===== src/rtl/core/srv_pkg.sv =====
// Shared widths, reset values, codes and control types of the Schroeder reverb.
`timescale 1ns / 1ps

package srv_pkg;

   // Sample and internal number formats
   localparam int SAMPLE_BITS = 24;              // Q1.23 in and out
   localparam int INT_BITS    = SAMPLE_BITS + 4; // Q5.23 inside
   localparam int DELAY_BITS  = 13;
   localparam int GAIN_BITS   = 15;              // unsigned Q0.15
   localparam int PROD_BITS   = INT_BITS + 1 + GAIN_BITS + 1;
   localparam int ADD_BITS    = INT_BITS + 3;

   // Structure
   localparam int N_COMBS     = 4;
   localparam int N_APS       = 3;
   localparam int STAGE_BITS  = 3;
   localparam logic [STAGE_BITS-1:0] STAGE_COMB_LAST = STAGE_BITS'(N_COMBS - 1);
   localparam logic [STAGE_BITS-1:0] STAGE_LAST      = STAGE_BITS'(N_COMBS + N_APS - 1);

   // Ring lengths (defaults of the top-level parameters)
   localparam int COMB_LEN_DEFAULT      = 4800;
   localparam int AP_LEN_FIRST_DEFAULT  = 4800;
   localparam int AP_LEN_SECOND_DEFAULT = 1600;
   localparam int AP_LEN_THIRD_DEFAULT  = 534;

   // Reset delays: ceil(ms * SAMPLE_RATE / 1000)
   localparam int SAMPLE_RATE = 48000;
   localparam logic [DELAY_BITS-1:0] DELAY_RESET_A =
      DELAY_BITS'((30 * SAMPLE_RATE + 999) / 1000);
   localparam logic [DELAY_BITS-1:0] DELAY_RESET_B =
      DELAY_BITS'((32 * SAMPLE_RATE + 999) / 1000);
   localparam logic [DELAY_BITS-1:0] DELAY_RESET_C =
      DELAY_BITS'((36 * SAMPLE_RATE + 999) / 1000);
   localparam logic [DELAY_BITS-1:0] DELAY_RESET_D =
      DELAY_BITS'((33 * SAMPLE_RATE + 999) / 1000);
   localparam logic [GAIN_BITS-1:0]  GAIN_RESET    = GAIN_BITS'(22938);

   // Register port
   localparam int CSR_INDEX_BITS = 3;
   localparam int CSR_DATA_BITS  = GAIN_BITS;

   typedef enum logic [CSR_INDEX_BITS-1:0] {
      CSR_COMB_DELAY_A = 3'd0,
      CSR_COMB_DELAY_B = 3'd1,
      CSR_COMB_DELAY_C = 3'd2,
      CSR_COMB_DELAY_D = 3'd3,
      CSR_COMB_GAIN    = 3'd4,
      CSR_ALLPASS_GAIN = 3'd5
   } srv_csr_type;

   // Sequencer states
   typedef enum logic [1:0] {
      S_CLEAR,
      S_IDLE,
      S_MUL,
      S_ADD
   } srv_state_type;

   // Sequencer to multiply-accumulate unit
   typedef struct packed {
      logic load;       // new word taken in
      logic mul;        // register the product
      logic add;        // add, saturate, write back
      logic ap;         // current stage is an allpass
      logic comb_last;  // current stage is the last comb
      logic last;       // current stage is the last allpass
   } srv_mac_ctl_type;

endpackage


===== src/rtl/core/srv_mac.sv =====
// Shared multiply-accumulate unit: gain products, rounding, saturation and comb sum.
`timescale 1ns / 1ps

module srv_mac (
   input  logic                                     clock,
   input  srv_pkg::srv_mac_ctl_type                 ctl,
   input  logic signed [srv_pkg::SAMPLE_BITS-1:0]   in_sample,
   input  logic [srv_pkg::INT_BITS-1:0]             comb_rd,
   input  logic [2*srv_pkg::INT_BITS-1:0]           ap_rd,
   input  logic [srv_pkg::GAIN_BITS-1:0]            comb_gain,
   input  logic [srv_pkg::GAIN_BITS-1:0]            ap_gain,
   output logic signed [srv_pkg::INT_BITS-1:0]      y,
   output logic signed [srv_pkg::INT_BITS-1:0]      chain,
   output logic signed [srv_pkg::SAMPLE_BITS-1:0]   out_sample
);

   localparam int IB = srv_pkg::INT_BITS;
   localparam int SB = srv_pkg::SAMPLE_BITS;
   localparam int GB = srv_pkg::GAIN_BITS;
   localparam int PB = srv_pkg::PROD_BITS;
   localparam int AB = srv_pkg::ADD_BITS;

   localparam logic signed [AB-1:0] INT_MAX = {{(AB-IB+1){1'b0}}, {(IB-1){1'b1}}};
   localparam logic signed [AB-1:0] INT_MIN = ~INT_MAX;
   localparam logic signed [IB-1:0] OUT_MAX = {{(IB-SB+1){1'b0}}, {(SB-1){1'b1}}};
   localparam logic signed [IB-1:0] OUT_MIN = ~OUT_MAX;
   localparam logic signed [PB-1:0] RND_HALF = {{(PB-GB){1'b0}}, 1'b1, {(GB-1){1'b0}}};

   function automatic logic signed [IB-1:0] sat_int(input logic signed [AB-1:0] v);
      logic signed [IB-1:0] r;
      if (v > INT_MAX) begin
         r = INT_MAX[IB-1:0];
      end else if (v < INT_MIN) begin
         r = INT_MIN[IB-1:0];
      end else begin
         r = v[IB-1:0];
      end
      return r;
   endfunction

   function automatic logic signed [SB-1:0] sat_out(input logic signed [IB-1:0] v);
      logic signed [SB-1:0] r;
      if (v > OUT_MAX) begin
         r = OUT_MAX[SB-1:0];
      end else if (v < OUT_MIN) begin
         r = OUT_MIN[SB-1:0];
      end else begin
         r = v[SB-1:0];
      end
      return r;
   endfunction

   logic signed [IB-1:0]   xin_ff;
   logic signed [IB-1:0]   chain_ff;
   logic signed [IB+1:0]   sum_ff;
   logic signed [PB-1:0]   prod_ff;
   logic signed [PB-1:0]   prod_in;

   logic signed [IB-1:0]   ap_in_word;
   logic signed [IB-1:0]   ap_out_word;
   logic signed [IB:0]     mul_a;
   logic signed [GB:0]     mul_g;
   logic signed [PB-1:0]   rnd_full;
   logic signed [IB-1:0]   addend;
   logic signed [AB-1:0]   add_sum;
   logic signed [AB-1:0]   comb_total;

   // Operand select and product
   always_comb begin
      ap_in_word  = ap_rd[2*IB-1:IB];
      ap_out_word = ap_rd[IB-1:0];
      if (ctl.ap) begin
         mul_a = {ap_out_word[IB-1], ap_out_word} - {chain_ff[IB-1], chain_ff};
         mul_g = {1'b0, ap_gain};
      end else begin
         mul_a = {comb_rd[IB-1], comb_rd};
         mul_g = {1'b0, comb_gain};
      end
      prod_in = mul_a * mul_g;
   end

   // Round to nearest (half up), add and saturate
   always_comb begin
      rnd_full   = (prod_ff + RND_HALF) >>> GB;
      addend     = ctl.ap ? ap_in_word : xin_ff;
      add_sum    = {{(AB-IB){addend[IB-1]}}, addend} + rnd_full[AB-1:0];
      y          = sat_int(add_sum);
      comb_total = {sum_ff[IB+1], sum_ff} + {{(AB-IB){y[IB-1]}}, y};
   end

   always_ff @(posedge clock) begin
      if (ctl.load) begin
         xin_ff <= {{(IB-SB){in_sample[SB-1]}}, in_sample};
         sum_ff <= '0;
      end
      if (ctl.mul) begin
         prod_ff <= prod_in;
      end
      if (ctl.add) begin
         if (ctl.ap) begin
            chain_ff <= y;
         end else begin
            sum_ff <= comb_total[IB+1:0];
            if (ctl.comb_last) begin
               chain_ff <= sat_int(comb_total);
            end
         end
      end
   end

   assign chain      = chain_ff;
   assign out_sample = sat_out(y);

endmodule


===== config.mk =====
export PLATFORM = sky130hd
export DESIGN_NAME = srv_mac
export DESIGN_NICKNAME = d
export VERILOG_FILES = /design/src/rtl/core/srv_pkg.sv /design/src/rtl/core/srv_mac.sv
export SDC_FILE = /design/constraint.sdc
export NUM_CORES = 2
export LEC_CHECK = 0
export ABC_AREA = 1
export BUFFER_PORTS_ARGS = -buffer_cell sky130_fd_sc_hd__buf_2
export CORE_UTILIZATION = 35
export CTS_BUF_LIST = sky130_fd_sc_hd__clkbuf_8 sky130_fd_sc_hd__clkbuf_16
export CTS_CLUSTER_SIZE = 8
export DETAILED_ROUTE_END_ITERATION = 10
export GPL_TIMING_DRIVEN = 0
export PLACE_DENSITY_LB_ADDON = 0.12
export SETUP_SLACK_MARGIN = 0.15
export SLEW_MARGIN = 20
export SYNTH_ARGS = -nofsm -noshare
export SYNTH_HDL_FRONTEND = slang
export SYNTH_SLANG_ARGS = --single-unit
export TNS_END_PERCENT = 1

===== constraint.sdc =====
create_clock -name clock -period 11.7 [get_ports clock]
set_clock_uncertainty 0.2 [all_clocks]
set_input_delay 2.34 -clock clock [delete_from_list [all_inputs] [get_ports clock]]
set_output_delay 2.34 -clock clock [all_outputs]
set_load 0.01 [all_outputs]

Word-level counts from Yosys, hierarchy flattened
Cells that the tools add are included.
- shifts and indexed selects: 0
- reduce and logical (&&, ||, !) cells: 2
- multiplexer cells: 14
- eq/ne operators: 0
- order comparisons: 6
- div/mod/pow operators: 0
- bitwise logic cells: 0
- multipliers: 1
- add/sub/neg operators: 4
- operator list (cell ; count):
    two-way mux 28 bit ; 7
    two-way mux 30 bit ; 3
    greater-than comparator 31 x 28 -> 1 bit, second input constant ; 2
    less-than comparator 31 x 28 -> 1 bit, second input constant ; 2
    two-way mux 24 bit ; 2
    adder 45 x 16 -> 45 bit, second input constant ; 1
    multiplier 29 x 16 -> 45 bit ; 1
    adder 28 x 30 -> 31 bit ; 1
    adder 30 x 28 -> 31 bit ; 1
    two-way mux 29 bit ; 1
    subtractor 28 x 28 -> 29 bit ; 1
    greater-than comparator 28 x 24 -> 1 bit, second input constant ; 1
    less-than comparator 28 x 24 -> 1 bit, second input constant ; 1
    two-way mux 15 bit ; 1
    AND reduction 2 bit ; 1
    nonzero test 2 bit ; 1
- bits in writable memories: 0
- input port bits: 145
- memory bits (read-only): 0
- memories: 0
- bits in latches: 0
- logic and storage cells: 31
- register bits: 127
- output and inout port bits: 80

Logic depth before layout (Yosys ltp)
- word-level depth: 11
- depth in mapped cells: 57
- depth with buffers taken out: 55

Worst setup path before layout
Ideal clock, no wire load.
- kind: input to register
- start: input port ap_rd[0] (netlist name)
- end: register prod_ff[44] (data pin)
- setup time: 0.261 ns
- stages: 38
- arrival: 9.724 ns
- required time: 11.239 ns
- path buffers: 1
- setup slack: 1.515 ns
- path through: inv_1 > ha_1 > inv_1 > fa_1 > nand3_1 > nand3_1 > nand2_1 > nand2_1 > a21oi_1 > o21ai_1 > a21oi_1 > o21ai_1 > a21boi_1 > o21ai_2 > a21oi_2 > o21ai_1 > a21oi_1 > o21ai_0 > [... 2 more ...] > buf_4 > nor2_2 > fa_1 > fa_1 > inv_1 > fa_1 > fa_1 > fa_1 > fa_1 > inv_1 > ha_1 > a21oi_1 > inv_1 > a31oi_1 > o21ai_0 > a221oi_1 > nand2_1 > xor2_1
- cells in the longest elaborated chain, start to end: 3
- RTL lines (what ; RTL line ; source):
    start, declared ; srv_mac.sv:9 ; input logic [2*srv_pkg::INT_BITS-1:0] ap_rd,
    subtractor 28 x 28 -> 29 bit ; srv_mac.sv:73 ; mul_a = {ap_out_word[IB-1], ap_out_word} - {chain_ff[IB-1], chain_ff};
    two-way mux 29 bit ; srv_mac.sv:72 ; if (ctl.ap) begin
    multiplier 29 x 16 -> 45 bit ; srv_mac.sv:79 ; prod_in = mul_a * mul_g;
    net prod_in[44] ; srv_mac.sv:57 ; logic signed [PB-1:0] prod_in;
    end signal, assigned ; srv_mac.sv:97 ; prod_ff <= prod_in;
    end, declared ; srv_mac.sv:56 ; logic signed [PB-1:0] prod_ff;
The timed path passes the listed nets, and every way through them passes these cells.
A chain may end at the register's enable or synchronous reset.

Worst setup path after layout
- start: input port ap_rd[0] (netlist name)
- end: register prod_ff[42] (data pin)
The elaborated chain is that of the path after synthesis.

==> results <==
- The run finished with clean final reports.
- STA classifies the critical path endpoint as a flop.
- Once placement completed, the tool counted placed cells totaling 4436.
- The largest total area in the synthesized netlist belongs to sky130_fd_sc_hd__fa_1.
- In the final routed layout, each cell accounts on average for between 15 and 20 um.
- In this design, the largest share of critical-path delay is due to adder cells.
- Yosys printed 0 warnings.
- The worst path in the final design needs a cycle of about 11 ns, including I/O delays and setup.
- The share of the synthesized netlist area taken by xor and xnor gates is 0.0467.
- The class of the worst hold path is flop to flop.
- The final number of setup-violating endpoints is 0.
- The number of buffer and inverter instances along the worst setup path is 8.
- The maximum clock path buffer count is 2.
- The overall routed net length is 85.3 mm.
- After technology mapping, the gate count stands at approximately 3300.
- The area share of the largest cell type after synthesis is 0.330.
- In the finished design, the share of the clock period the worst path needs comes to 0.971.
- The worst reg-to-reg path cell count is 38.
- The share of final-layout standard cells stronger than drive strength 1 is 0.114.
- The layout filler cell count is around 7700.
- The most common cell in the netlist is sky130_fd_sc_hd__nand2_1.
- The number of failing hold endpoints at the final stage is 0.
- By instance count, the cell type seen most on the critical path is sky130_fd_sc_hd__fa_1.
- The maximum clock rate is 0.0880 GHz.
- The initial core utilization is 0.354.
- The I/O pin count is approximately 230.
- The leading register cell type out of synthesis is sky130_fd_sc_hd__edfxtp_1.
- The number of CTS-inserted buffers is 17.
- Buffers placed on the I/O ports in this run total 223.
- Using the TritonRoute via totals, the vias-per-cell ratio works out to a little under 5.
- In the post-route analysis, the smallest setup slack over all paths is 0.342 ns.
- Clock tree synthesis selected as its root buffer the cell sky130_fd_sc_hd__clkbuf_16.
- For this run, design rule violations remaining after detail routing come to 0.
- The horizontal die dimension is 271 um.
- Clock-pin slew was measured on the worst setup and hold paths at 0.06 ns.
- The delay of the slowest critical-path stage is about 0.56 ns.
- The max-slew violation count is 0.
- The number of max-cap violations is 0.
- By area, the combinational part of the netlist is dominated by adder cells.
- Dividing the synthesized area by the synthesized cell count gives ~7.8 um^2.
- The initial DRC count is around 1500.
- The sequential cell area fraction in the yosys report is 0.122.
- The final core area utilization is 0.399.
- From synthesis to final layout, the design area changed by 12.6%.
- The placeable core area is around 0.07 mm^2.
- The finished layout holds around 4500 standard cells, fillers aside.
- After routing, the total negative slack on setup checks comes to 0 ns.
- Of the total synthesized cell area, the portion taken by full adders, half adders and majority gates is 0.428.
- The summed instance area of the synthesized netlist is approximately 0.025 mm^2.
- The async set-or-reset flop fraction in the synthesized netlist is 0.
- The initial antenna violation count was 4.
- The floorplan step defined a die boundary enclosing about 0.073 mm^2.
- The clock net in this run drives a total of roughly 110 sinks.
- The count of different cell masters after synthesis is between 50 and 60.
- Setup repair after global routing could not meet its margin everywhere.
- The first-pass GRT wire length is about 130 mm.
- The cell count of the worst hold path is 2.
- Data on the critical path is required at its endpoint by between 10 and 15 ns.
- The worst hold path endpoint is sum_ff[28].
- At the pin with the least slew margin, the transition time is around 1.3 ns.
- Synthesis produced a netlist with a net count of slightly above 4000.
- The congestion estimate from routability-driven global placement came to 0.937.
- On the critical path, the stage with the largest delay is an instance of sky130_fd_sc_hd__fa_1.
- In this run the critical register-to-register path is launched from chain[2].
- The height of the die is approximately 270 um.
- Ranked by instance count, the synthesized netlist is headed by sky130_fd_sc_hd__nand2_1 (761), sky130_fd_sc_hd__inv_1 (684), sky130_fd_sc_hd__fa_1 (417), sky130_fd_sc_hd__nor2_1 (271), sky130_fd_sc_hd__ha_1 (199).
- The standard-cell row count is 98.
- The simple-gate area share of the yosys netlist is 0.201.
- The global-route congestion overflow total is 0.
- The detailed-router iteration count before antenna repair is 5.
- The post-placement worst setup slack is -1.44 ns.
- Data on the critical path arrives at its endpoint at 11.33 ns.
- The total global-route track usage is 0.237.
- The number of enable flip-flop cells after synthesis is between 80 and 90.
- The post-synthesis compound-gate area fraction is 0.0814.
- After the last flow step, the layout net total stands at roughly 4300.
- The clock tree synthesis step divided the H-tree into 4 levels.
- The number of global-route vias before repair is around 22000.
- The maximum net fanout on the critical path is 10.
- The worst setup path is of the primary input to flop kind.
- The worst hold path begins at sum_ff[28].
- Entering global routing, the biggest net connects 32 pins.
- The number of hold buffers added after cts is 0.
- Measured against the total synthesized area, the mux share comes to 0.
- Ranked by total cell area, the synthesized netlist is headed by sky130_fd_sc_hd__fa_1 (33%), sky130_fd_sc_hd__nand2_1 (11%), sky130_fd_sc_hd__inv_1 (10%).
- The routed layout has around 22000 vias.
- Once detailed placement completed, the half-perimeter wirelength came to between 70 and 80 mm.
- The clock reaches the later pin of the worst-skew pair after between 0.4 and 0.5 ns.
- TritonCTS built the clock tree.
- The remaining max-slew budget at the tightest pin is 0.158.
- The endpoint of the lowest-slack register-to-register path is prod_ff[42].
- The remaining number of nets flagged by the antenna check after routing is 0.
- STA classifies the critical path startpoint as a primary input.
- The synthesized flop and latch total is ~110.
- Setup slack on the worst reg-to-reg path comes out at 1.98 ns.
## layer usage
layer  vias to the layer above  GRT usage  part of all wire
met5                         -          0                 0
met1                     10500      0.338              0.47
met2                       616      0.359              0.44
met4                         0     0.0621             0.024
li1                      10400          -                 -
met3                        76     0.0531             0.070
## cell type report
class,instances,area (um^2),share of cell area
clock inverters,12,138,0.00483
plain buffers,83,390,0.0137
diodes,1,2.50,0.0000878
multi-input cells,2355,19300,0.677
well taps,950,1190,0.0417
clock buffers,20,467,0.0164
flip-flops and latches,113,3090,0.109
inverters,709,2690,0.0943
repair buffers,233,1230,0.0432
## sequential cells by signal, indices dropped and copies added (netlist names)
| name | cells |
|---|---|
| chain | 28 |
| prod_ff | 31 |
| sum_ff | 30 |
| xin_ff | 24 |
## stage by stage
stage | cell area [um^2] | hold WS [ns]
6_report | 28500 | 0.278
5_1_grt | 28500 | 0.295
4_1_cts | 28300 | 0.278
3_5_place_dp | 27700 | 0.269
3_3_place_gp | 27600 | 0.262
2_1_floorplan | 25300 | 0.249
## logic make-up after synthesis
group | count (synthesis)
adder cells (fa/ha/maj) | 616
AND/OR/NAND/NOR | 1228
AO/OA/AOI/OAI | 377
buffers and inverters | 792
XOR/XNOR | 134
flip-flops | 113
## worst max path at each step
stage	start	end	cells after the start
3_5_place_dp	ap_rd[0]	prod_ff[42]	42
4_1_cts	ctl[2]	prod_ff[41]	30
3_3_place_gp	ap_rd[0]	prod_ff[42]	42
6_report	ap_rd[0]	prod_ff[42]	40
5_1_grt	ap_rd[0]	prod_ff[42]	42
2_1_floorplan	ap_rd[0]	prod_ff[44]	38
## worst reg2reg max path: cells and delay by family, from the launching register on
kind / cells / cell delay (ns)
adder cells (fa/ha/maj): 8 / 3.90
AO/OA/AOI/OAI: 13 / 3.02
AND/OR/NAND/NOR: 9 / 0.95
buffers and inverters: 6 / 0.60
flip-flops: 1 / 0.43
XOR/XNOR: 2 / 0.36
## what timing repair did
| item | in CTS | in global routing |
|---|---|---|
| pin swaps | 0 | 1 |
| resized for setup | 13 | 33 |
| setup buffers | 0 | 7 |
| gates cloned | 0 | 0 |
| hold endpoints to repair | 0 | 0 |
| endpoints found under the setup margin | 10 | 63 |
## cells in the final DEF (no fill, tap or decap), types with 22 or more instances in the layout
| master | n |
|---|---|
| sky130_fd_sc_hd__nand2_1 | 759 |
| sky130_fd_sc_hd__o21ai_0 | 117 |
| sky130_fd_sc_hd__nand3_1 | 88 |
| sky130_fd_sc_hd__o21ai_1 | 24 |
| sky130_fd_sc_hd__fa_1 | 416 |
| sky130_fd_sc_hd__ha_1 | 199 |
| sky130_fd_sc_hd__edfxtp_1 | 83 |
| sky130_fd_sc_hd__xor2_1 | 81 |
| sky130_fd_sc_hd__xnor2_1 | 52 |
| sky130_fd_sc_hd__nand2_2 | 22 |
| sky130_fd_sc_hd__inv_1 | 684 |
| sky130_fd_sc_hd__nor2_1 | 269 |
| sky130_fd_sc_hd__clkbuf_1 | 62 |
| sky130_fd_sc_hd__a21oi_1 | 142 |
| sky130_fd_sc_hd__buf_2 | 227 |
| sky130_fd_sc_hd__dfxtp_1 | 30 |
Power is not shown: default switching activity piles up to over one toggle a cycle in this logic, so the estimate is an artifact.
