--- src/rtl/core/srv_pkg.sv ---
// Shared widths, reset values, codes and control types of the Schroeder reverb.
`timescale 1ns / 1ps

package srv_pkg;

   // Sample and internal number formats
   localparam int SAMPLE_BITS = 24;              // Q1.23 in and out
   localparam int INT_BITS    = SAMPLE_BITS + 4; // Q5.23 inside
   localparam int DELAY_BITS  = 13;
   localparam int GAIN_BITS   = 15;              // unsigned Q0.15
   localparam int PROD_BITS   = INT_BITS + 1 + GAIN_BITS + 1;
   localparam int ADD_BITS    = INT_BITS + 3;

   // Structure
   localparam int N_COMBS     = 4;
   localparam int N_APS       = 3;
   localparam int STAGE_BITS  = 3;
   localparam logic [STAGE_BITS-1:0] STAGE_COMB_LAST = STAGE_BITS'(N_COMBS - 1);
   localparam logic [STAGE_BITS-1:0] STAGE_LAST      = STAGE_BITS'(N_COMBS + N_APS - 1);

   // Ring lengths (defaults of the top-level parameters)
   localparam int COMB_LEN_DEFAULT      = 4800;
   localparam int AP_LEN_FIRST_DEFAULT  = 4800;
   localparam int AP_LEN_SECOND_DEFAULT = 1600;
   localparam int AP_LEN_THIRD_DEFAULT  = 534;

   // Reset delays: ceil(ms * SAMPLE_RATE / 1000)
   localparam int SAMPLE_RATE = 48000;
   localparam logic [DELAY_BITS-1:0] DELAY_RESET_A =
      DELAY_BITS'((30 * SAMPLE_RATE + 999) / 1000);
   localparam logic [DELAY_BITS-1:0] DELAY_RESET_B =
      DELAY_BITS'((32 * SAMPLE_RATE + 999) / 1000);
   localparam logic [DELAY_BITS-1:0] DELAY_RESET_C =
      DELAY_BITS'((36 * SAMPLE_RATE + 999) / 1000);
   localparam logic [DELAY_BITS-1:0] DELAY_RESET_D =
      DELAY_BITS'((33 * SAMPLE_RATE + 999) / 1000);
   localparam logic [GAIN_BITS-1:0]  GAIN_RESET    = GAIN_BITS'(22938);

   // Register port
   localparam int CSR_INDEX_BITS = 3;
   localparam int CSR_DATA_BITS  = GAIN_BITS;

   typedef enum logic [CSR_INDEX_BITS-1:0] {
      CSR_COMB_DELAY_A = 3'd0,
      CSR_COMB_DELAY_B = 3'd1,
      CSR_COMB_DELAY_C = 3'd2,
      CSR_COMB_DELAY_D = 3'd3,
      CSR_COMB_GAIN    = 3'd4,
      CSR_ALLPASS_GAIN = 3'd5
   } srv_csr_type;

   // Sequencer states
   typedef enum logic [1:0] {
      S_CLEAR,
      S_IDLE,
      S_MUL,
      S_ADD
   } srv_state_type;

   // Sequencer to multiply-accumulate unit
   typedef struct packed {
      logic load;       // new word taken in
      logic mul;        // register the product
      logic add;        // add, saturate, write back
      logic ap;         // current stage is an allpass
      logic comb_last;  // current stage is the last comb
      logic last;       // current stage is the last allpass
   } srv_mac_ctl_type;

endpackage

--- src/rtl/core/srv_seq.sv ---
// Sequencer: clearing pass, per-word stage walk, ring indices and memory addresses.
`timescale 1ns / 1ps

module srv_seq #(
   parameter int COMB_LEN      = srv_pkg::COMB_LEN_DEFAULT,
   parameter int AP_LEN_FIRST  = srv_pkg::AP_LEN_FIRST_DEFAULT,
   parameter int AP_LEN_SECOND = srv_pkg::AP_LEN_SECOND_DEFAULT,
   parameter int AP_LEN_THIRD  = srv_pkg::AP_LEN_THIRD_DEFAULT
) (
   input  logic                                                  clock,
   input  logic                                                  reset,
   input  logic                                                  req_valid,
   output logic                                                  req_ready,
   input  logic                                                  out_free,
   input  logic [srv_pkg::N_COMBS-1:0][srv_pkg::DELAY_BITS-1:0]  comb_delays,
   output srv_pkg::srv_mac_ctl_type                              ctl,
   output logic                                                  clearing,
   output logic                                                  comb_wr_en,
   output logic [$clog2(srv_pkg::N_COMBS*COMB_LEN)-1:0]          comb_wr_addr,
   output logic                                                  comb_rd_en,
   output logic [$clog2(srv_pkg::N_COMBS*COMB_LEN)-1:0]          comb_rd_addr,
   output logic                                                  ap_wr_en,
   output logic [$clog2(AP_LEN_FIRST+AP_LEN_SECOND+AP_LEN_THIRD)-1:0] ap_wr_addr,
   output logic                                                  ap_rd_en,
   output logic [$clog2(AP_LEN_FIRST+AP_LEN_SECOND+AP_LEN_THIRD)-1:0] ap_rd_addr
);

   localparam int NC        = srv_pkg::N_COMBS;
   localparam int NA        = srv_pkg::N_APS;
   localparam int STB       = srv_pkg::STAGE_BITS;
   localparam int CIW       = $clog2(COMB_LEN);
   localparam int CAW       = $clog2(NC * COMB_LEN);
   localparam int AP_TOTAL  = AP_LEN_FIRST + AP_LEN_SECOND + AP_LEN_THIRD;
   localparam int AAW       = $clog2(AP_TOTAL);
   localparam int CLR_DEPTH = (NC * COMB_LEN > AP_TOTAL) ? NC * COMB_LEN : AP_TOTAL;
   localparam int CLW       = $clog2(CLR_DEPTH);
   localparam int DCW       = ((CIW > srv_pkg::DELAY_BITS) ? CIW : srv_pkg::DELAY_BITS) + 1;

   localparam int AP_LEN  [NA] = '{AP_LEN_FIRST, AP_LEN_SECOND, AP_LEN_THIRD};
   localparam int AP_BASE [NA] = '{0, AP_LEN_FIRST, AP_LEN_FIRST + AP_LEN_SECOND};

   // Start of each comb's ring in the shared comb memory
   function automatic logic [CAW-1:0] comb_base(input logic [1:0] c);
      logic [CAW-1:0] b;
      case (c)
         2'd0:    b = '0;
         2'd1:    b = CAW'(COMB_LEN);
         2'd2:    b = CAW'(2 * COMB_LEN);
         default: b = CAW'(3 * COMB_LEN);
      endcase
      return b;
   endfunction

   function automatic logic [AAW-1:0] ap_pick(input logic [NA-1:0][AAW-1:0] v,
                                              input logic [1:0] k);
      logic [AAW-1:0] r;
      case (k)
         2'd0:    r = v[0];
         2'd1:    r = v[1];
         default: r = v[2];
      endcase
      return r;
   endfunction

   srv_pkg::srv_state_type     state_ff, state_in;
   logic [STB-1:0]             stage_ff, stage_in;
   logic [CLW-1:0]             clr_cnt_ff, clr_cnt_in;
   logic [CIW-1:0]             w_ff, w_in;
   logic [NA-1:0][AAW-1:0]     ap_idx_ff, ap_idx_in;

   logic                       clr_done;
   logic                       stage_is_last;
   logic [CIW-1:0]             w_nxt;
   logic [1:0]                 rd_comb;
   logic [DCW-1:0]             w_ext, d_ext, r_ext;
   logic [NA-1:0][AAW-1:0]     ap_nxt;
   logic [NA-1:0][AAW-1:0]     ap_addr;
   logic [STB-1:0]             k_rd_full, k_wr_full;

   assign clr_done      = (clr_cnt_ff == CLW'(CLR_DEPTH - 1));
   assign stage_is_last = (stage_ff == srv_pkg::STAGE_LAST);

   // Next state
   always_comb begin
      state_in = state_ff;
      case (state_ff)
         srv_pkg::S_CLEAR: begin
            if (clr_done) begin
               state_in = srv_pkg::S_IDLE;
            end
         end
         srv_pkg::S_IDLE: begin
            if (req_valid) begin
               state_in = srv_pkg::S_MUL;
            end
         end
         srv_pkg::S_MUL: begin
            state_in = srv_pkg::S_ADD;
         end
         srv_pkg::S_ADD: begin
            if (!stage_is_last) begin
               state_in = srv_pkg::S_MUL;
            end else if (out_free) begin
               state_in = srv_pkg::S_IDLE;
            end
         end
         default: begin
            state_in = srv_pkg::S_CLEAR;
         end
      endcase
   end

   // Outputs of the state machine
   always_comb begin
      req_ready     = 1'b0;
      clearing      = 1'b0;
      ctl.load      = 1'b0;
      ctl.mul       = 1'b0;
      ctl.add       = 1'b0;
      ctl.ap        = (stage_ff > srv_pkg::STAGE_COMB_LAST);
      ctl.comb_last = (stage_ff == srv_pkg::STAGE_COMB_LAST);
      ctl.last      = stage_is_last;
      case (state_ff)
         srv_pkg::S_CLEAR: begin
            clearing = 1'b1;
         end
         srv_pkg::S_IDLE: begin
            req_ready = 1'b1;
            ctl.load  = req_valid;
         end
         srv_pkg::S_MUL: begin
            ctl.mul = 1'b1;
         end
         srv_pkg::S_ADD: begin
            ctl.add = !stage_is_last || out_free;
         end
         default: begin
            clearing = 1'b0;
         end
      endcase
   end

   // Ring index steps
   always_comb begin
      w_nxt = (w_ff == CIW'(COMB_LEN - 1)) ? '0 : w_ff + CIW'(1);
      for (int k = 0; k < NA; k++) begin
         ap_nxt[k]  = (ap_idx_ff[k] == AAW'(AP_LEN[k] - 1)) ? '0 : ap_idx_ff[k] + AAW'(1);
         ap_addr[k] = AAW'(AP_BASE[k]) + ap_nxt[k];
      end
   end

   // Comb read address: write index minus clamped delay, with wrap
   always_comb begin
      rd_comb = (state_ff == srv_pkg::S_IDLE) ? 2'd0 : stage_ff[1:0] + 2'd1;
      w_ext   = DCW'(w_ff);
      d_ext   = DCW'(comb_delays[rd_comb]);
      if (d_ext > DCW'(COMB_LEN - 1)) begin
         d_ext = DCW'(COMB_LEN - 1);
      end
      if (w_ext >= d_ext) begin
         r_ext = w_ext - d_ext;
      end else begin
         r_ext = w_ext + DCW'(COMB_LEN) - d_ext;
      end
   end

   // Memory ports
   always_comb begin
      k_rd_full = stage_ff - srv_pkg::STAGE_COMB_LAST;
      k_wr_full = stage_ff - (srv_pkg::STAGE_COMB_LAST + STB'(1));

      comb_rd_en   = ctl.load || (ctl.add && (stage_ff < srv_pkg::STAGE_COMB_LAST));
      comb_rd_addr = comb_base(rd_comb) + CAW'(r_ext[CIW-1:0]);
      ap_rd_en     = ctl.add && (stage_ff >= srv_pkg::STAGE_COMB_LAST) && !stage_is_last;
      ap_rd_addr   = ap_pick(ap_addr, k_rd_full[1:0]);

      if (clearing) begin
         comb_wr_en   = ({1'b0, clr_cnt_ff} < (CLW+1)'(NC * COMB_LEN));
         comb_wr_addr = CAW'(clr_cnt_ff);
         ap_wr_en     = ({1'b0, clr_cnt_ff} < (CLW+1)'(AP_TOTAL));
         ap_wr_addr   = AAW'(clr_cnt_ff);
      end else begin
         comb_wr_en   = ctl.add && !ctl.ap;
         comb_wr_addr = comb_base(stage_ff[1:0]) + CAW'(w_nxt);
         ap_wr_en     = ctl.add && ctl.ap;
         ap_wr_addr   = ap_pick(ap_addr, k_wr_full[1:0]);
      end
   end

   // Register updates
   always_comb begin
      stage_in   = stage_ff;
      clr_cnt_in = clr_cnt_ff;
      w_in       = w_ff;
      ap_idx_in  = ap_idx_ff;
      if (clearing && !clr_done) begin
         clr_cnt_in = clr_cnt_ff + CLW'(1);
      end
      if (ctl.load) begin
         stage_in = '0;
      end
      if (ctl.add) begin
         if (!stage_is_last) begin
            stage_in = stage_ff + STB'(1);
         end
         if (ctl.comb_last) begin
            w_in = w_nxt;
         end
         for (int k = 0; k < NA; k++) begin
            if (ctl.ap && (k_wr_full == STB'(k))) begin
               ap_idx_in[k] = ap_nxt[k];
            end
         end
      end
   end

   always_ff @(posedge clock) begin
      if (reset) begin
         state_ff   <= srv_pkg::S_CLEAR;
         stage_ff   <= '0;
         clr_cnt_ff <= '0;
         w_ff       <= '0;
         ap_idx_ff  <= '0;
      end else begin
         state_ff   <= state_in;
         stage_ff   <= stage_in;
         clr_cnt_ff <= clr_cnt_in;
         w_ff       <= w_in;
         ap_idx_ff  <= ap_idx_in;
      end
   end

endmodule

--- config.mk ---
export PLATFORM = sky130hd
export DESIGN_NAME = srv_seq
export DESIGN_NICKNAME = d
export VERILOG_FILES = /design/src/rtl/core/srv_pkg.sv /design/src/rtl/core/srv_seq.sv
export SDC_FILE = /design/constraint.sdc
export NUM_CORES = 1
export LEC_CHECK = 0
export ABC_AREA = 0
export BUFFER_PORTS_ARGS = -buffer_cell sky130_fd_sc_hd__buf_4
export CORE_MARGIN = 2
export CORE_UTILIZATION = 59
export CTS_CLUSTER_DIAMETER = 40
export DETAILED_ROUTE_END_ITERATION = 10
export PLACE_DENSITY = 0.91
export SYNTH_ARGS = -nofsm -noshare
export SYNTH_HDL_FRONTEND = slang
export SYNTH_SLANG_ARGS = --single-unit
--- constraint.sdc ---
create_clock -name clock -period 7.4 [get_ports clock]
set_input_delay 0.37 -clock clock [delete_from_list [all_inputs] [get_ports clock]]
set_output_delay 0.37 -clock clock [all_outputs]
set_load 0.01 [all_outputs]
Word level (Yosys, flattened, before mapping)
Index checks and enable logic that the tools add are counted.
{"block": "totals", "register_bits": 72, "elab_cells": 108, "out_inout_bits": 68, "in_bits": 56}
{"block": "op_classes", "eq_ne": 21, "add_sub_neg": 16, "n_reduce_logical": 25, "magnitude_cmp": 8, "muxes": 31}
{"operator": "13-bit 2-to-1 mux", "count": 8}
{"operator": "14-bit case mux with 3 select lines", "count": 2}
{"operator": "13-bit by 1-bit adder with 13-bit output, second input constant", "count": 4}
{"operator": "13-bit case mux with 2 select lines", "count": 2}
{"operator": "15-bit by 13-bit adder with 15-bit output", "count": 2}
{"operator": "15-bit 2-to-1 mux", "count": 2}
{"operator": "13-bit adder, first input constant", "count": 2}
{"operator": "13-bit binary-select mux with 2-bit select", "count": 1}
{"operator": "13-bit equality test, second input constant", "count": 2}
{"operator": "13-bit subtractor", "count": 2}
{"operator": "15-bit by 1-bit adder with 15-bit output, second input constant", "count": 1}
{"operator": "15-bit equality test, second input constant", "count": 1}
{"operator": "15-bit by 13-bit less-than comparator with 1-bit output, second input constant", "count": 1}
{"operator": "15-bit less-than comparator, second input constant", "count": 1}
{"operator": "13-bit by 14-bit >= comparator with 1-bit output", "count": 1}
{"operator": "13-bit adder, second input constant", "count": 1}
{"operator": "13-bit by 10-bit equality test with 1-bit output, second input constant", "count": 1}
{"operator": "13-bit by 11-bit equality test with 1-bit output, second input constant", "count": 1}
{"operator": "13-bit > comparator, second input constant", "count": 1}
{"operator": "2-bit by 1-bit equality test with 1-bit output, second input constant", "count": 5}
{"operator": "2-bit logical NOT", "count": 5}
{"operator": "2-bit 2-to-1 mux", "count": 5}
{"operator": "1-bit logical AND", "count": 9}
{"operator": "3-bit 2-to-1 mux", "count": 3}
{"operator": "other kinds (21)", "count": 38}

Longest topological paths before layout
{"block": "logic_depth", "depth_word": 9, "ltp_mapped": 33, "depth_no_buf": 30}

Worst setup path after synthesis
OpenSTA, ideal clock, no wires.
{"block": "synth_timing", "kind": "reg2out", "from": "register stage_ff[0]", "to": "output port comb_rd_addr[13] in the netlist's numbering", "path_slack_ns": 1.287, "path_stages_with_launch": 31, "path_buffers": 3, "arrival_time_ns": 5.743, "t_required_ns": 7.030, "cell_sequence": "dfxtp_1 > clkbuf_2 > inv_1 > ha_1 > buf_4 > clkinv_1 > a2111oi_2 > o32ai_1 > o21bai_1 > o21ai_2 > buf_4 > nand2_1 > xnor2_1 > inv_1 > ha_1 > a21o_1 > a21oi_1 > nor2b_1 > o41a_1 > a21oi_1 > xnor2_1 > nor2_1 > a21oi_1 > ha_1 > a21oi_1 > nand2_1 > a21o_1 > a21o_1 > a21o_1 > a21oi_1 > xnor2_1"}
{"block": "synth_between", "elab_chain_len": 9, "word_cells_on_any_way": 15, "cone_classes": "add/sub: 4; order compare: 2; eq/ne: 2; mux: 6; reduce/logical: 1"}
{"element": "from (decl)", "line_no": "srv_seq.sv:66", "source": "logic [STB-1:0] stage_ff, stage_in;"}
{"element": "from (signal assigned)", "line_no": "srv_seq.sv:226", "source": "stage_ff <= stage_in;"}
{"element": "2-bit by 1-bit adder with 2-bit output *", "line_no": "srv_seq.sv:154", "source": "rd_comb = (state_ff == srv_pkg::S_IDLE) ? 2'd0 : stage_ff[1:0] + 2'd1;"}
{"element": "2-bit 2-to-1 mux *", "line_no": "srv_seq.sv:154"}
{"element": "13-bit binary-select mux with 2-bit select", "line_no": "srv_seq.sv:156", "source": "d_ext = DCW'(comb_delays[rd_comb]);"}
{"element": "13-bit 2-to-1 mux (implied by the code)", "line_no": "srv_seq.sv:156"}
{"element": "13-bit > comparator", "line_no": "srv_seq.sv:157", "source": "if (d_ext > DCW'(COMB_LEN - 1)) begin"}
{"element": "13-bit 2-to-1 mux", "line_no": "srv_seq.sv:157"}
{"element": "13-bit subtractor (tied with other cells)", "line_no": "srv_seq.sv:163", "source": "r_ext = w_ext + DCW'(COMB_LEN) - d_ext;"}
{"element": "13-bit 2-to-1 mux", "line_no": "srv_seq.sv:160", "source": "if (w_ext >= d_ext) begin"}
{"element": "15-bit by 13-bit adder with 15-bit output *", "line_no": "srv_seq.sv:173", "source": "comb_rd_addr = comb_base(rd_comb) + CAW'(r_ext[CIW-1:0]);"}
{"element": "to (decl)", "line_no": "srv_seq.sv:21", "source": "output logic [$clog2(srv_pkg::N_COMBS*COMB_LEN)-1:0] comb_rd_addr,"}
Mark *: on every way between the ends. The rest lies on a longest branch, timed or not. The select of a mux whose other input is x is not followed.

Final worst setup path
Same ends and word-level chain as after synthesis.

==> impl_metrics.ini <==
[logic_synthesis]
yosysUniqueCellTypes = 75
synth_fp_nets = 1180
yosysTopAreaCellShare_pct = 19.1
synth-seq-cells = 72
ys_warn_count = 0
synth_edf_count = 0
yosysMostFrequentCell = nor2_1
yosysTopAreaCell = dfxtp_1
ys_async_sr_fraction_pct = 0
yosysSeqAreaShare_pct = 19.1
synth_ff_type = dfxtp_1
avgSynthCellArea_um2 = 7.12
synth_common_cells = nor2_1 (146), nand2_1 (127), a21oi_1 (82)
syn_inst = 1057
synthesis.area_um2 = 7530
synthTopCellsByArea = dfxtp_1 (19%), ha_1 (9.6%), nor2_1 (7.3%)

[power]
power.density_nw_per_um2 = 123
p_total_uw = 1090
irDropWorstVdd_uv = 104
p_leak_uw = 0.00369

[setup_path]
startpoint_type = flip-flop
worstPathRequired_ps = 7030
cp-end-kind = output port
cpMaxStageDelayCell = ha_2
arrival_ps = 6610
rr_worst_depth = 9
cpMostUsedCell = a21oi_1
worst-setup-path-type = reg -> out
worstPathMaxFanout = 12
cp_slowest_stage_delay_ps = 420

[cts]
cts_tree = built
clk_pin_slew_worst_paths_ps = 60
numCtsBuffers = 9
root_buffer = clkbuf_16
clock-sinks = 72
ctsHoldBuffers = 0
htreeDepth = 3
clockBufferDepth = 2
clock_latency_ps = 340

[route]
routed_via_density = 6.09
via_count = 8033
drc = 0
routedWlPerCell_um = 16.9
drt-initial-drc-count = 776
first_pass_iters = 5
routed_wl_um = 22300
drtAntennaViolNets = 0

[timing]
fmax_mhz = 143
rsz0062_at_grt = false
skew_ps = 5.04
worstMarginPinSlew_ps = 1190
period_minus_slack_ps = 6980
fin_crit_sh_pct = 94.3
drv_slew = 0
whs_ps = 321
setup_tns_ps = 0
hold_violations = 0
setup_viol = 0
relSlewSlack_pct = 20.1

[layout]
num-fill-cells = 1046
drive_gt1_share_pct = 15.2
final_nets = 1265
final_area_um2 = 8820
fin_util_pct = 70.5
antenna_cells = 0
synthToLayoutAreaGrowth_pct = 17.2

[worst_hold_path]
holdPathStages = 3
hold_class = in -> reg

[placement]
dp_hpwl_um = 17100
place_congestion = 0.952
io_buffer_count = 123
dpl_cell_area_um2 = 8450

[floorplan]
coreArea_um2 = 12500
fp-row-count = 41
die_x_um = 117
dieArea_um2 = 13700
ios = 124
initial_core_util_pct = 60.2
die_y_um = 117

[outcome]
run_status = finished, final reports clean

[global_route]
grt_pass1_vias = 7229
track_usage_pct = 32.7
grt_max_degree = 73
antenna_found_initial = 0
grt_pass1_wl_um = 35500
gr-total-overflow = 0

[flow_run]
drv_cap = 0
## critical path: cells and delay by family, from the launching register on
kind	cells	cell delay [ps]
AOI/OAI and AO/OA	14	3140
adders and majority gates	3	1050
and+or+nand+nor	5	810
xor gates and xnor gates	3	520
buffers and inverters	3	450
DFF	1	310
## sequential cells by signal, indices dropped and copies added (netlist names)
name        flops
w_ff           13
stage_ff        3
clr_cnt_ff     15
ap_idx_ff      39
state_ff        2
## power by group
group / internal, uW / switching (uW)
clock: 294 / 172
sequential: 389 / 2.64
combinational: 112 / 116
total: 795 / 291
## per-stage QoR
step,setup WS [ps],cells
after floorplan,1290,1057
after global placement,750,1299
after detailed placement,322,1299
after CTS,103,1314
after global routing,4.51,1318
final,422,1318
## final cells by class
cell class              instances  area, um^2  area share [%]
multi-input cells             865        5630            63.8
flip-flops and latches         72        1440            16.3
repair buffers                131         983            11.1
inverters                      63         244            2.77
clock buffers                  10         229            2.60
well taps                     172         215            2.44
clock inverters                 5        81.3           0.922
## timing repair
item                       in CTS  in global routing
gates resized for setup         1                  7
setup buffers                   0                  4
gates cloned                    0                  0
pin swaps                       0                  1
setup endpoints to repair       1                  4
## cells in the final DEF, fill, tap and decap left out, types with 3 or more instances in the layout
master,n
nor2b_1,13
clkbuf_16,9
inv_1,60
a21oi_1,82
a22oi_1,17
nor3b_1,6
o211ai_1,5
a221oi_1,7
a21o_1,11
xnor2_1,53
dfxtp_1,72
o21bai_1,3
nor3_1,18
nand2b_1,9
buf_4,131
nand3_1,45
and3_1,20
a32oi_1,3
or2_2,4
nand2_1,127
o31ai_1,9
mux2i_1,15
fa_1,9
mux2_2,4
ha_1,57
o21ai_0,40
a31oi_1,11
o221ai_1,6
nor2_1,145
a211oi_1,7
and2_1,5
xor2_1,50
or3_1,11
nor4_1,7
nand4_1,14
## metal layers
| metal | GRT usage [%] | part of all wire (%) | vias to the layer above |
|---|---|---|---|
| met5 | 0 | 0 | - |
| met4 | 18.8 | 5.3 | 0 |
| met3 | 4.63 | 7.2 | 83 |
| met2 | 53.7 | 48 | 378 |
| met1 | 41.3 | 40 | 3724 |
| li1 | - | - | 3848 |
## cells by family (layout without fill, tap and decap cells)
kind of cell             Yosys count  after routing  share of synthesized area (%)
AO/OA/AOI/OAI                    237            237                           20.7
XOR/XNOR                         104            104                           12.1
adder cells (fa/ha/maj)           67             67                           12.0
buffers and inverters            120            209                           6.51
flip-flops                        72             72                           19.1
multiplexers                      21             21                           2.94
AND/OR/NAND/NOR                  436            436                           26.6
## path summary, 6_finish.rpt
check	start	slack, ps	end
max reg2reg	state_ff[0]	4240	clr_cnt_ff[13]
min reg2reg	ap_idx_ff[5]	470	ap_idx_ff[5]
max	stage_ff[0]	420	comb_rd_addr[13]
min	req_valid	320	state_ff[1]
No activity file was read; power rests on OpenSTA's default activity.
